===== src/design/lobm_ram.sv =====
// Generic single-write, single-read RAM with a registered read port.
// Used for the price level table and the resting order slots.
// No dependencies.
module lobm_ram #(
    parameter int WIDTH = 8,
    parameter int DEPTH = 16
) (
    input  logic                     i_clk,
    input  logic                     i_we,
    input  logic [$clog2(DEPTH)-1:0] i_waddr,
    input  logic [WIDTH-1:0]         i_wdata,
    input  logic [$clog2(DEPTH)-1:0] i_raddr,
    output logic [WIDTH-1:0]         o_rdata
);

    logic [WIDTH-1:0] r_mem [DEPTH];
    logic [WIDTH-1:0] r_q;

    // Write port and registered read port.
    always_ff @(posedge i_clk) begin
        if (i_we) begin
            r_mem[i_waddr] <= i_wdata;
        end
        r_q <= r_mem[i_raddr];
    end

    assign o_rdata = r_q;

endmodule


===== config.mk =====
export PLATFORM = sky130hd
export DESIGN_NAME = lobm_ram
export DESIGN_NICKNAME = d
export VERILOG_FILES = /design/src/design/lobm_ram.sv
export SDC_FILE = /design/constraint.sdc
export NUM_CORES = 1
export LEC_CHECK = 0
export ABC_AREA = 1
export BUFFER_PORTS_ARGS = -buffer_cell sky130_fd_sc_hd__buf_4
export CORE_MARGIN = 2
export CORE_UTILIZATION = 55
export DETAILED_ROUTE_END_ITERATION = 10
export GPL_ROUTABILITY_DRIVEN = 0
export PLACE_DENSITY = 0.72
export REMOVE_ABC_BUFFERS = 1
export SETUP_SLACK_MARGIN = 0.3
export SLEW_MARGIN = 20
export SYNTH_ARGS = -nofsm -noshare
export SYNTH_HDL_FRONTEND = slang
export SYNTH_SLANG_ARGS = --single-unit
export TNS_END_PERCENT = 20

===== constraint.sdc =====
create_clock -name i_clk -period 3.05 [get_ports i_clk]
set_input_delay 0.1525 -clock i_clk [delete_from_list [all_inputs] [get_ports i_clk]]
set_output_delay 0.1525 -clock i_clk [all_outputs]
set_load 0.02 [all_outputs]

==> results.txt, run 1 <==
Fin Clk Skew: 10.46 ps
Die Height: 106.4 µm
Setup Total Neg Slack: 0 ps
Worst-Skew Late Latency: 530 ps
CP Depth: 7
Synth area leader: edfxtp_1
GRT Util Overall: 0.2255
Worst Setup SP: i_raddr[0]
PortBufs: 25
Req. time, crit path: 3470 ps
Crit-path most repeated cell: nand3_1
Sink Count: 136
Ys flop type: edfxtp_1
Placement Cell Area: 5958 µm²
Detailed placement HPWL: 7.123 mm
Vias in the first global route: 3623
Outcome: completed
DRT antenna net count: 0
Reg-to-Reg End: o_rdata[7]
Routed wire per std cell: 16.40 µm
Worst reg2reg path startpoint: r_mem[1][7]
Initial antenna violation count: 0
Max_slew headroom: 0.2725
Clock Pin Slew Worst Setup and Hold Paths: 60 ps
Layout Nets: 598
Largest net degree at the start of global routing: 66
Slew @ Worst Pin: 1090 ps
Syn_area_per_cell: 10.47 µm²
Crit path to: o_rdata[3]
Die area: 11320 µm²
Period utilization: 0.5099
Synth-to-layout area growth: 13.82%
Synth area leaders: edfxtp_1, nand2_1, nand3_1
Largest stage delay, worst path: 880 ps
CTS tree: built
Share of cells above drive strength 1: 0.09612
Final Hold Vio Count: 0
Period minus WS final: 1555 ps
Pwr dens: 627.6 nW/µm²
Sequential area share after synthesis: 0.6943
Cell Area, Synth: 5767 µm²
Flop and latch count out of synthesis: 136
WS Path Type: input pin to flop
Initial Util: 0.5637
YS warnings: 0
R2R setup slack: 2020 ps
Max Cap Viol: 0
Core box area: 10230 µm²
FF-to-FF path depth: 6
Max Freq: 643.0 MHz
Asr flop ratio synth: 0
Cells after Synth: 551
Final-layout fill cell count: 782
Max IR drop VDD: 398.4 µV
Total Wirelength: 11.96 mm
Clock Root Buffer: clkbuf_8
Count leader, synth: nand2_1
Num rows: 37
Hold Crit Class: input pin to flop
Startpoint Class: input pin
Register Area: 4004 µm²
CP bufs+invs: 2
RSZ-0062 raised after global routing: false
Via density: 5.187
Setup bufs post-CTS: 0
DR DRC count: 0
Largest delay share family, worst path: buffers and inverters
Slew Viols, Final: 0
Via count: 3781
Final Cell Area: 6564 µm²
CP arrival: 1980 ps
Ports: 26
Post-synth EDFFs: 128
First-pass GRT wire length: 18.64 mm
Leak Pwr: 2.816 nW
Final setup fails: 0
TritonRoute pass-1 iters: 6
Ant. Diodes: 0
Area of the multi-input gates: 1214 µm²
CTS Buf Count: 17
CP Capture Type: flop
Synth top area share: 0.6665
Overflow after GRT: 0
Top post-synthesis cells by count: nand2_1, edfxtp_1, inv_1
Initial DRC count: 376
Max clock buf depth: 2
Worst Path Max Fanout: 65
Yosys cell types: 12
Cell breakdown of the critical path: buf_4 > inv_2 > nand2_1 > nand3_1 > nand3_1 > nand3_1 > nand2_1
H-tree level count: 4
Crit-path slowest cell: inv_2
Die W: 106.4 µm
## state kept, by name (all words and copies together), names as in the netlist
| signal | cells |
|---|---|
| r_mem | 128 |
| o_rdata | 8 |
## worst reg2reg max path, cell delays in order (launching register included)
cell and delay (ps):
edfxtp_1 370, inv_1 60, nand2_1 50, nand3_1 130
nand3_1 120, nand3_1 160, nand2_1 60
## cells in the final DEF (no fill, tap or decap)
cell | netlist | routed
clkinvlp_4 | 0 | 5
inv_2 | 2 | 2
nand2_1 | 173 | 173
clkbuf_1 | 0 | 1
clkbuf_16 | 0 | 16
nor2_1 | 17 | 17
edfxtp_1 | 128 | 128
nand3_1 | 97 | 97
buf_4 | 4 | 25
clkinv_1 | 0 | 1
inv_1 | 100 | 100
dlygate4sd3_1 | 0 | 9
clkinv_2 | 0 | 5
nand3b_1 | 2 | 2
dfxtp_1 | 8 | 8
clkinv_4 | 0 | 2
clkbuf_8 | 0 | 2
## per-layer routing
metal | GRT usage | vias up | wire [µm]
met1 | 0.2884 | 1766 | 4942
met2 | 0.3695 | 168 | 5984
met4 | 0.07989 | 0 | 160
met3 | 0.06499 | 16 | 870
li1 | - | 1831 | -
met5 | 0 | - | 0
## worst min path at each step
stage | from | to | slack, ps | depth (start not counted)
after floorplan | i_wdata[0] | r_mem[0][0] | 250 | 0
after global placement | i_wdata[0] | r_mem[1][0] | 470 | 1
after detailed placement | i_wdata[0] | r_mem[1][0] | 480 | 1
after CTS | i_raddr[2] | o_rdata[5] | 40 | 4
after global routing | i_raddr[2] | o_rdata[1] | 70 | 4
final | i_raddr[2] | o_rdata[5] | 60 | 4
## metrics by stage
| stage | setup WS [ps] | util | total power (W) | hold slack, ps | std cells |
|---|---|---|---|---|---|
| 2_1_floorplan | 1917 | - | 0.002266 | 251.4 | 527 |
| 3_3_place_gp | 1024 | 0.5824 | 0.002392 | 471.6 | 688 |
| 3_5_place_dp | 1026 | 0.5824 | 0.002398 | 476.1 | 688 |
| 4_1_cts | 1563 | 0.6416 | 0.004135 | 39.25 | 729 |
| 5_1_grt | 1329 | 0.6416 | 0.004253 | 65.39 | 729 |
| 6_report | 1495 | 0.6416 | 0.004119 | 56.92 | 729 |
## logic make-up after synthesis
group	Yosys count	synth area share
buffers and inverters	126	0.09525
and+or+nand+nor	289	0.2105
DFF	136	0.6943
## final cells by class
| class | instances | share of cell area |
|---|---|---|
| clock buffers | 19 | 0.06576 |
| clock inverters | 13 | 0.01277 |
| inverters | 102 | 0.05833 |
| multi-input cells | 289 | 0.1849 |
| flip-flops and latches | 136 | 0.6100 |
| well taps | 136 | 0.02592 |
| repair buffers | 34 | 0.04232 |
## report_power, final
part           internal (W)  total (W)  leakage, nW  switching, W
combinational     0.0000858   0.000268         1.35      0.000182
sequential          0.00209    0.00210         1.22     0.0000139
clock               0.00101    0.00175        0.243      0.000740
total               0.00318    0.00412         2.82      0.000936
## timing repair
| action | in CTS | in global routing |
|---|---|---|
| gates resized for setup | 0 | 0 |
| hold buffers | 9 | 0 |
| hold endpoints to repair | 136 | 0 |
No activity file was read; power rests on OpenSTA's default activity.
==> run 2: changes to the inputs <==
- clock period: 3.05 -> 1.47 ns (I/O delays scaled with it)
==> run 2 against run 1 <==
Count of clock-buffer cells in the layout increased by 1. Die area unchanged. First-iteration DRC count decreased by 19%. Total power increased by 120%. Combinational power increased by 120%. Design area increased by 3.8%. Via count increased by 2.6%. Utilization increased by 2.4 points. Highest routed layer unchanged.
==> results.txt, run 2 (synthesis gave the netlist of run 1 again) <==
CP Capture Type: output port (was flop)
DR DRC count: 0 (unchanged)
Max IR drop VDD: 849.4 µV (was 398.4 µV)
Clock Pin Slew Worst Setup and Hold Paths: 60 ps (about the same)
TritonRoute pass-1 iters: 4 (was 6)
Post-Layout Cell Count: 753 (was 729)
Final Hold Vio Count: 0 (unchanged)
CTS Buf Count: 17 (unchanged)
PortBufs: 25 (unchanged)
Worst-Skew Late Latency: 520 ps (was 530 ps)
Slew Viols, Final: 0 (unchanged)
Max FFs per register: 128 (unchanged)
Most frequent cells in the layout: nand2_1, edfxtp_1, inv_1 (unchanged)
Post-route setup slack: 396.4 ps (was 1495 ps)
Sink Count: 136 (unchanged)
Synth-to-layout area growth: 18.16% (was 13.82%)
Detailed placement HPWL: 7.595 mm (was 7.123 mm)
Worst Path Max Fanout: 1 (was 65)
Initial Util: 0.5637 (unchanged)
Layout Nets: 622 (was 598)
Final setup fails: 0 (unchanged)
Max clock buf depth: 2 (unchanged)
Fin Clk Skew: 7.340 ps (was 10.46 ps)
Placed cells: 711 (was 688)
WS Path Type: flop to output port (was input pin to flop)
GRT Util Overall: 0.2445 (was 0.2255)
Clock Root Buffer: clkbuf_8 (unchanged)
Hold Crit Class: input pin to flop (unchanged)
Core box area: 10230 µm² (unchanged)
Cell breakdown of the critical path: buf_4 (was buf_4 > inv_2 > nand2_1 > nand3_1 > nand3_1 > nand3_1 > nand2_1)
Max Freq: 931.4 MHz
Max_slew headroom: 0.5902 (was 0.2725)
Ant. Diodes: 0 (unchanged)
Slew @ Worst Pin: 613.7 ps (was 1090 ps)
First-pass GRT wire length: 20.29 mm (was 18.64 mm)
Via count: 3880 (was 3781)
Die Height: 106.4 µm (unchanged)
CTS tree: built (unchanged)
Commonest non-fill, non-tap cell in the layout: nand2_1 (unchanged)
Routed wire per std cell: 16.66 µm (was 16.40 µm)
Leak Pwr: 2.981 nW (was 2.816 nW)
Die area: 11320 µm² (unchanged)
DRT antenna net count: 0 (unchanged)
Period minus WS final: 1074 ps
Dpl ws: 300.4 ps (was 1026 ps)
Top layer in use: met4 (unchanged)
CP arrival: 1000 ps (was 1980 ps)
Met2 wire len: 6.373 mm (was 5.984 mm)
Met3 WL: 622 µm (was 870 µm)
Largest net degree at the start of global routing: 65 (was 66)
Resized cells post-CTS: 0 (unchanged)
Req. time, crit path: 1400 ps (was 3470 ps)
Period utilization: 0.7304
CP bufs+invs: 1 (was 2)
Vias in the first global route: 3908 (was 3623)
Ports: 26 (unchanged)
Reg with most FFs: r_mem (unchanged)
Largest stage delay, worst path: 340 ps (was 880 ps)
Overflow after GRT: 0 (unchanged)
Initial antenna violation count: 0 (unchanged)
Startpoint Class: flop (was input pin)
Share of cells above drive strength 1: 0.1216 (was 0.09612)
RSZ-0062 raised after global routing: false (unchanged)
Max Cap Viol: 0 (unchanged)
Via density: 5.153 (was 5.187)
H-tree level count: 4 (unchanged)
Setup Total Neg Slack: 0 ps (unchanged)
Num rows: 37 (unchanged)
Total Wirelength: 12.54 mm (was 11.96 mm)
Met1 Wirelength: 5.340 mm (was 4.942 mm)
Die W: 106.4 µm (unchanged)
Outcome: completed (unchanged)
Initial DRC count: 305 (was 376)
Largest delay share family, worst path: flip-flops (was buffers and inverters)
Crit-path slowest cell: dfxtp_1 (was inv_2)
Pwr dens: 1313 nW/µm² (was 627.6 nW/µm²)
==> run 2: path summary, 6_finish.rpt <==
path / from / to / slack, ps / cells past startpoint
max: o_rdata[1] / o_rdata[1] / 400 / 1
min: i_we / r_mem[2][6] / 180 / 4
max reg2reg: r_mem[6][7] / o_rdata[7] / 460 / 6
min reg2reg: r_mem[4][6] / o_rdata[6] / 670 / 6
==> run 2: layout make-up <==
type                    instances  area [µm²]
flip-flops and latches        136        4004
fillers                       746        3417
multi-input cells             289        1214
repair buffers                 58       485.5
clock buffers                  20       425.4
inverters                     102       382.9
well taps                     136       170.2
clock inverters                12       132.6
==> run 2: power by group <==
part           internal (W)  switching (W)  total, W  leakage (nW)
Clock               0.00254        0.00145   0.00399         0.272
Sequential          0.00434      0.0000278   0.00436          1.22
Combinational      0.000204       0.000389  0.000594          1.48
==> run 2: routing by layer <==
metal  track usage  vias to the layer above
met5             0                        -
met4       0.09586                        0
met3       0.05886                       19
met2        0.3947                      122
met1        0.3219                     1858
li1              -                     1881
==> run 2: stage by stage <==
| stage | power, W | hold WS (ps) | util | instance area [µm²] |
|---|---|---|---|---|
| final | 0.008946 | 182.0 | 0.6660 | 6814 |
| after global routing | 0.009219 | 200.2 | 0.6660 | 6814 |
| after CTS | 0.009002 | 158.8 | 0.6660 | 6814 |
| after detailed placement | 0.005010 | 418.0 | 0.6017 | 6156 |
| after global placement | 0.004992 | 414.1 | 0.6017 | 6156 |
| after floorplan | 0.004702 | 172.4 | - | 5600 |
==> run 2: what timing repair did <==
item                      4_1_cts  5_1_grt
hold buffers                   10        0
hold endpoints to repair      136        0
buffers inserted                0        0
