$ cat config.mk
export PLATFORM = sky130hd
export DESIGN_NAME = lobm_link
export DESIGN_NICKNAME = d
export VERILOG_FILES = /design/src/design/lobm_ram.sv /design/src/design/lobm_link.sv
export SDC_FILE = /design/constraint.sdc
export NUM_CORES = 1
export LEC_CHECK = 0
export BUFFER_PORTS_ARGS = -buffer_cell sky130_fd_sc_hd__buf_2
export CAP_MARGIN = 0
export CORE_MARGIN = 2
export CORE_UTILIZATION = 59
export DETAILED_ROUTE_END_ITERATION = 12
export PLACE_DENSITY = 0.74
export SYNTH_ARGS = -nofsm -noshare
export SYNTH_HDL_FRONTEND = slang
export SYNTH_HIERARCHICAL = 1
export SYNTH_SLANG_ARGS = --single-unit
export TNS_END_PERCENT = 50
$ cat constraint.sdc
create_clock -name i_clk -period 2.8 [get_ports i_clk]
set_input_delay 0.14 -clock i_clk [delete_from_list [all_inputs] [get_ports i_clk]]
set_output_delay 0.14 -clock i_clk [all_outputs]
set_load 0.01 [all_outputs]
$ cat src/design/lobm_ram.sv
// Generic single-write, single-read RAM with a registered read port.
// Used for the price level table and the resting order slots.
// No dependencies.
module lobm_ram #(
    parameter int WIDTH = 8,
    parameter int DEPTH = 16
) (
    input  logic                     i_clk,
    input  logic                     i_we,
    input  logic [$clog2(DEPTH)-1:0] i_waddr,
    input  logic [WIDTH-1:0]         i_wdata,
    input  logic [$clog2(DEPTH)-1:0] i_raddr,
    output logic [WIDTH-1:0]         o_rdata
);

    logic [WIDTH-1:0] r_mem [DEPTH];
    logic [WIDTH-1:0] r_q;

    // Write port and registered read port.
    always_ff @(posedge i_clk) begin
        if (i_we) begin
            r_mem[i_waddr] <= i_wdata;
        end
        r_q <= r_mem[i_raddr];
    end

    assign o_rdata = r_q;

endmodule

$ cat src/design/lobm_link.sv
// Slot link store: next pointer of each order slot, for level queues and free list.
// Wraps one lobm_ram; per-entry valid bits make unwritten entries read as the
// reset free-list chain. Depends on lobm_ram.
module lobm_link #(
    parameter int SLOTS = 64
) (
    input  logic                         i_clk,
    input  logic                         i_rst_n,
    input  logic                         i_we,
    input  logic [$clog2(SLOTS)-1:0]     i_waddr,
    input  logic [$clog2(SLOTS+1)-1:0]   i_wdata,
    input  logic [$clog2(SLOTS)-1:0]     i_raddr,
    output logic [$clog2(SLOTS+1)-1:0]   o_rdata
);

    localparam int SA = $clog2(SLOTS);
    localparam int SW = $clog2(SLOTS + 1);

    logic [SLOTS-1:0] r_valid;
    logic [SA-1:0]    r_raddr;
    logic [SW-1:0]    ram_q;

    lobm_ram #(
        .WIDTH (SW),
        .DEPTH (SLOTS)
    ) u_ram (
        .i_clk   (i_clk),
        .i_we    (i_we),
        .i_waddr (i_waddr),
        .i_wdata (i_wdata),
        .i_raddr (i_raddr),
        .o_rdata (ram_q)
    );

    // Valid bits are cleared at reset; the read address is kept to select them.
    always_ff @(posedge i_clk) begin
        if (!i_rst_n) begin
            r_valid <= '0;
        end else if (i_we) begin
            r_valid[i_waddr] <= 1'b1;
        end
        r_raddr <= i_raddr;
    end

    // An entry never written holds its place in the initial free-list chain.
    assign o_rdata = r_valid[r_raddr] ? ram_q : SW'(r_raddr) + SW'(1);

endmodule

==> metrics.yaml, run 1 <==
outcome:
  status: "finished, violations left"
  violations: "setup timing"
clock_network:
  htree_levels: 2
  clkSlewWorstSetupHoldPaths_ns: 0.06
  clock_sinks: 525
  insertion_delay_ns: 0.58
  cts_buffers: 52
  cts_buffer_depth: 3
  cts_tree: "done"
  cts_root_buf: "clkbuf_16"
placed_design:
  placedCellCount: 1666
  hpwl_um: 29160
  place.gp.congestion: 0.8406
  numPortBuffers: 28
  placed_cell_area_um2: 22020
sta:
  period_needed_ns: 2.871
  fin_skew_ns: 0.02252
  fin_ws_ns: -0.07115
  slew_headroom_pct: 22.01
  setup_viol: 5
  finalCritPeriodShare_pct: 102.5
  drv_slew: 0
  final_hold_viol_count: 0
  rsz0062_at_grt: "yes"
  fmax_ghz: 0.3483
  worst-slew-pin-transition_ns: 1.170
routing:
  ant_nets: 0
  drtPass1Iterations: 5
  first_iter_violations: 1266
  wire_per_inst_um: 26.23
  drc: 0
  via_per_inst: 6.393
  routed_wl_um: 46490
  vias: 11330
hold_path:
  hold_path.class: "in2reg"
  min_to: "u_ram/r_mem[23][3]"
  min_from: "i_wdata[3]"
  holdPathStages: 1
layout:
  area_growth_pct: 14.29
  stdcell_count: 1772
  drive_gt1_share_pct: 26.96
  antenna_cells: 0
  finalNetCount: 1297
  mostFrequentLayoutCell: "edfxtp_1"
  final_cell_area_um2: 23820
  layout_common_cells: "edfxtp_1 (448), mux4_2 (125), nor2_1 (125)"
  fillerInstances: 2165
pwr:
  power_density_nw_per_um2: 677.9
  total_power_w: 0.01615
  ir_drop_mv: 0.4954
  cellLeakagePower_nw: 7.831
global_routing:
  grt_pass1_vias: 11500
  grtUsageMet1_pct: 37.07
  grt_pass1_wl_um: 70430
  antenna_found_initial: 3
  use_met2_pct: 41.50
  overflow: 0
  track_usage_pct: 26.32
  gr-usage-met3_pct: 5.518
  grt-busiest-layer: "met2"
  grt_max_degree: 65
synthesis:
  synth_flop_cell: "edfxtp_1"
  ys_warn_count: 6
  synthDistinctLibCells: 59
  async_flop_share_pct: 0
  ys_seq_area_share_pct: 71.95
  synth_area_um2: 20840
  synth_edf_count: 448
  synth.avg_cell_area_um2: 18.09
  synth-seq-cells: 525
  synthesis.instances: 1152
  synth_nets: 1175
setup_path:
  worstSetupPathDepth: 9
  slowest_stage: "dfxtp_4"
  critical_path.max_fanout: 6
  crit_buf_inv: 3
  crit_required_ns: 2.66
  regToRegStartpoint: "u_ram/r_mem[45][0]"
  path_class: "reg2out"
  end_kind: "output port"
  cp_top_family: "multiplexers"
  crit_top_cell: "buf_6"
  slowest_delay_ns: 0.38
  cp_cell_sequence: "buf_6 -> buf_16 -> mux2_2 -> o22a_1 -> a31o_1 -> o22ai_4 -> mux2i_4 -> mux2_4 -> buf_6"
  rr_worst_depth: 4
  startpoint_type: "flip-flop"
  crit_arrival_ns: 2.73
  regToRegSetupSlack_ns: 0.95
  r2r_end: "u_ram/o_rdata[0]"
die:
  io_pins: 29
  core_um2: 34630
  die_area_um2: 36840
  fp.dieW_um: 191.9
  die_y_um: 191.9
  num_rows: 68
  initial_core_util_pct: 60.18
run:
  cap_violations: 0
## per-stage QoR
step / hold WS, ns / worst slack (ns) / TNS, ns / utilization [%]
floorplan: 0.1677 / 0.5560 / 0 / -
global placement: 0.3957 / 0.4451 / 0 / 63.59
detailed placement: 0.3996 / 0.3911 / 0 / 63.59
CTS: 0.01926 / -0.1009 / -0.4992 / 68.82
global route: 0.02515 / -0.1824 / -0.9935 / 68.78
finish: 0.01603 / -0.07115 / -0.3340 / 68.78
## cells in the mapped netlist (2+ instances only)
master / count / share of area (%)
edfxtp_1: 448 / 65
mux4_2: 125 / 14
nor2_1: 125 / 2.3
dfxtp_1: 77 / 7.4
o21a_1: 45 / 1.6
clkbuf_1: 32 / 0.58
nor2b_1: 28 / 0.84
mux2i_1: 26 / 1.2
a21oi_1: 23 / 0.55
nand2_1: 21 / 0.38
buf_2: 20 / 0.48
nand3_1: 19 / 0.46
nor3_1: 13 / 0.31
o22ai_1: 12 / 0.36
nand3b_1: 9 / 0.32
o221ai_1: 9 / 0.38
a22oi_1: 8 / 0.29
nand2b_1: 8 / 0.24
o31ai_1: 8 / 0.29
buf_6: 7 / 0.38
buf_4: 6 / 0.22
inv_1: 5 / 0.090
nor3b_1: 5 / 0.18
o21ai_1: 5 / 0.12
a211oi_1: 4 / 0.14
a41oi_1: 4 / 0.17
mux2_2: 4 / 0.22
mux2_4: 4 / 0.29
nand4_1: 4 / 0.12
or3_1: 4 / 0.12
a22o_1: 3 / 0.13
and3b_1: 3 / 0.13
o21ai_0: 3 / 0.072
a32o_1: 2 / 0.096
a41o_1: 2 / 0.096
and2_1: 2 / 0.060
and3_1: 2 / 0.060
mux2_1: 2 / 0.11
nand4b_1: 2 / 0.084
or3b_1: 2 / 0.084
or3b_2: 2 / 0.084
xnor2_1: 2 / 0.084
## metal layers
layer / part of all wire (%) / vias to the layer above
li1: - / 4869
met1: 41 / 5867
met2: 48 / 492
met3: 8.0 / 96
met4: 3.3 / 4
met5: 0.049 / -
## timing repair
action,CTS,global route
hold buffers,4,0
pin swaps,4,5
endpoints found under the hold margin,5,0
endpoints found under the setup margin,6,7
gates resized for setup,14,3
cloned,2,0
setup buffers,4,0
## cell families after synthesis
kind of cell	count (synthesis)	share of synthesized area (%)
DFF	525	71.95
adders and majority gates	1	0.06003
buffers and inverters	73	1.849
and+or+nand+nor	250	5.758
AOI/OAI and AO/OA	138	4.779
xor gates and xnor gates	3	0.1261
muxes	162	15.48
## cell type report
cell class | instances | area (µm²) | share of cell area (%)
clock inverter | 28 | 226.5 | 0.9508
multi-input combinational | 554 | 5499 | 23.09
tap | 455 | 569.3 | 2.390
clock buffer | 69 | 1398 | 5.868
sequential | 525 | 15000 | 62.97
inverter | 6 | 22.52 | 0.09456
timing repair buffer | 135 | 1105 | 4.639
## registers in the layout (all words and copies together) (netlist names)
signal	cells
u_ram/r_mem	448
r_valid	64
r_raddr	6
u_ram/o_rdata	7
## power by group
part | internal [W] | total (W) | switching (W)
combinational | 0.000369 | 0.000918 | 0.000548
sequential | 0.00855 | 0.00859 | 0.0000431
clock | 0.00379 | 0.00664 | 0.00285
total | 0.0127 | 0.0161 | 0.00344
## how the worst max path moves through the flow
stage	startpoint	to	slack (ns)
global placement	r_raddr[0]	o_rdata[1]	0.45
finish	r_raddr[0]	o_rdata[1]	-0.07
detailed placement	r_raddr[0]	o_rdata[1]	0.39
CTS	r_raddr[0]	o_rdata[5]	-0.10
global route	r_raddr[0]	o_rdata[5]	-0.18
floorplan	r_raddr[0]	o_rdata[5]	0.56
No activity file was read; power rests on OpenSTA's default activity.
==> inputs of run 2 (changes only) <==
- CAP_MARGIN: 0 -> unset
- SETUP_SLACK_MARGIN: unset -> 0.2
==> run 2 against run 1 <==
Final cell count grew 0.23%. Clock power is essentially flat. The run still ends with setup timing left. Highest routed layer unchanged. Non-clock buffer count grew 4. Worst setup slack lost 0.0054 ns. Flip-flop and latch count is the same. Sequential power is essentially flat. Clock skew shrank 0.00090 ns.
==> metrics.yaml, run 2 (synthesis results as in run 1) <==
sta:
  drv_slew: 0  # unchanged
  slew_headroom_pct: 20.87  # -1.1 points
  fin_ws_ns: -0.07658  # -0.005426 ns
  period_needed_ns: 2.877  # +0.005426 ns
  fmax_ghz: 0.3476  # -0.19%
  setup_viol: 5  # unchanged
  finalSetupTns_ns: -0.3543  # -0.02032 ns
  finalCritPeriodShare_pct: 102.7  # +0.19 points
  rsz0062_at_grt: "yes"
  worst-slew-pin-transition_ns: 1.187  # +0.01708 ns
  fin_skew_ns: 0.02161  # -0.0009029 ns
  final_hold_viol_count: 0  # unchanged
layout:
  fin_util_pct: 68.93  # +0.14 points
  mostFrequentLayoutCell: "edfxtp_1"
  drive_gt1_share_pct: 27.25  # +0.30 points
  antenna_cells: 0  # unchanged
  area_growth_pct: 14.53
  largest_reg_flops: 448  # unchanged
  final_cell_area_um2: 23870  # +0.21%
  finalNetCount: 1301  # +0.31%
  layout_common_cells: "edfxtp_1 (448), mux4_2 (125), nor2_1 (125)"
  top_register: "u_ram/r_mem"
pwr:
  cellLeakagePower_nw: 7.859  # +0.35%
  ir_drop_mv: 0.4984  # +0.59%
  total_power_w: 0.01617  # +0.12%
  power_density_nw_per_um2: 677.3  # about the same
die:
  num_rows: 68  # unchanged
  io_pins: 29  # unchanged
  initial_core_util_pct: 60.18  # unchanged
  fp.dieW_um: 191.9  # unchanged
  core_um2: 34630  # unchanged
  die_area_um2: 36840  # unchanged
  die_y_um: 191.9  # unchanged
clock_network:
  cts_buffer_depth: 3  # unchanged
  insertion_delay_ns: 0.58  # about the same
  clock_sinks: 525  # unchanged
  cts_tree: "done"
  htree_levels: 2  # unchanged
  clkSlewWorstSetupHoldPaths_ns: 0.06  # about the same
  cts_root_buf: "clkbuf_16"
  cts_buffers: 52  # unchanged
routing:
  dr_wl_met3_um: 3665  # -1.8%
  routed.top_layer: "met5"
  wire_per_inst_um: 26.29  # +0.21%
  met1Wirelength_um: 19110  # +1.1%
  via_per_inst: 6.398  # about the same
  first_iter_violations: 1236  # -2.4%
  routed_wl_um: 46690  # +0.44%
  drtPass1Iterations: 5  # unchanged
  drc: 0  # unchanged
  ant_nets: 0  # unchanged
  wl_met2_um: 22290  # about the same
  vias: 11360  # +0.31%
setup_path:
  rr_worst_depth: 4  # unchanged
  r2r_end: "u_ram/o_rdata[0]"
  end_kind: "output port"
  regToRegSetupSlack_ns: 0.94  # about the same
  regToRegStartpoint: "u_ram/r_mem[45][0]"
  crit_arrival_ns: 2.74  # about the same
  path_class: "reg2out"
  critPathLaunch: "r_raddr[0]"
  crit_required_ns: 2.66  # about the same
  startpoint_type: "flip-flop"
  critPathCapture: "o_rdata[1]"
  critical_path.max_fanout: 7  # +1
run:
  cap_violations: 0  # unchanged
placed_design:
  placed_cell_area_um2: 22020  # unchanged
  numPortBuffers: 28  # unchanged
  place.gp.congestion: 0.8406  # unchanged
  hpwl_um: 29160  # unchanged
global_routing:
  grt_pass1_vias: 11500  # unchanged
  overflow: 0  # unchanged
  grt_pass1_wl_um: 70430  # unchanged
  track_usage_pct: 26.32  # unchanged
  antenna_found_initial: 3  # unchanged
  grt_max_degree: 65  # unchanged
outcome:
  status: "finished, violations left"
  violations: "setup timing"
hold_path:
  hold_path.class: "in2reg"
==> run 2: changes by cell type in the layout (fill, tap and decap cells not counted) <==
cell,delta
buf_4,+3
buf_16,+1
inv_2,+1
inv_1,-1
==> run 2: how the worst min path moves through the flow <==
| stage | start | end | slack (ns) | cells after the start |
|---|---|---|---|---|
| 3_3_place_gp | i_raddr[5] | r_raddr[5] | 0.40 | 1 |
| 5_1_grt | i_wdata[3] | u_ram/r_mem[22][3] | 0.03 | 1 |
| 3_5_place_dp | i_raddr[5] | r_raddr[5] | 0.40 | 1 |
| 2_1_floorplan | i_raddr[0] | r_raddr[0] | 0.17 | 0 |
| 4_1_cts | i_wdata[3] | u_ram/r_mem[15][3] | 0.02 | 1 |
| 6_report | i_wdata[3] | u_ram/r_mem[23][3] | 0.02 | 1 |
==> run 2: routing by layer <==
layer  vias to the layer above  GRT usage, %
met2                       510         41.50
met4                         4         9.083
met5                         -             0
li1                       4877             -
met1                      5865         37.07
met3                       107         5.518
==> run 2: power breakdown <==
| group | internal [W] | switching, W |
|---|---|---|
| clock | 0.00379 | 0.00285 |
| sequential | 0.00855 | 0.0000437 |
| combinational | 0.000376 | 0.000550 |
==> run 2: critical path, cell delays in order, from the launching register on <==
cell and delay (ns):
dfxtp_4 0.36, buf_6 0.12, buf_16 0.13, mux4_2 0.34, inv_2 0.04, o2111ai_2 0.20
o211ai_2 0.18, mux2i_4 0.32, mux2_4 0.34, buf_6 0.12
==> run 2: stage by stage <==
stage	hold slack [ns]	worst slack (ns)	cells
after floorplan	0.1677	0.5560	1152
after global placement	0.3957	0.4451	1666
after detailed placement	0.3996	0.3911	1666
after CTS	0.01926	-0.1009	1773
after global routing	0.02515	-0.1833	1776
final	0.01802	-0.07658	1776
==> run 2: what timing repair did <==
item                                    CTS  global route
resized for setup                        14             4
buffers inserted                          4             3
hold endpoints to repair                  5             0
cloned                                    2             0
pin swaps                                 4             5
endpoints found under the setup margin    7             7
hold buffers                              4             0
==> run 2: final cells by class <==
cell class / instances / area, µm²
flip-flops and latches: 525 / 15000
inverters: 6 / 22.52
well taps: 455 / 569.3
repair buffers: 139 / 1155
fillers: 2162 / 10760
clock buffers: 69 / 1398
clock inverters: 28 / 226.5
multi-input cells: 554 / 5499
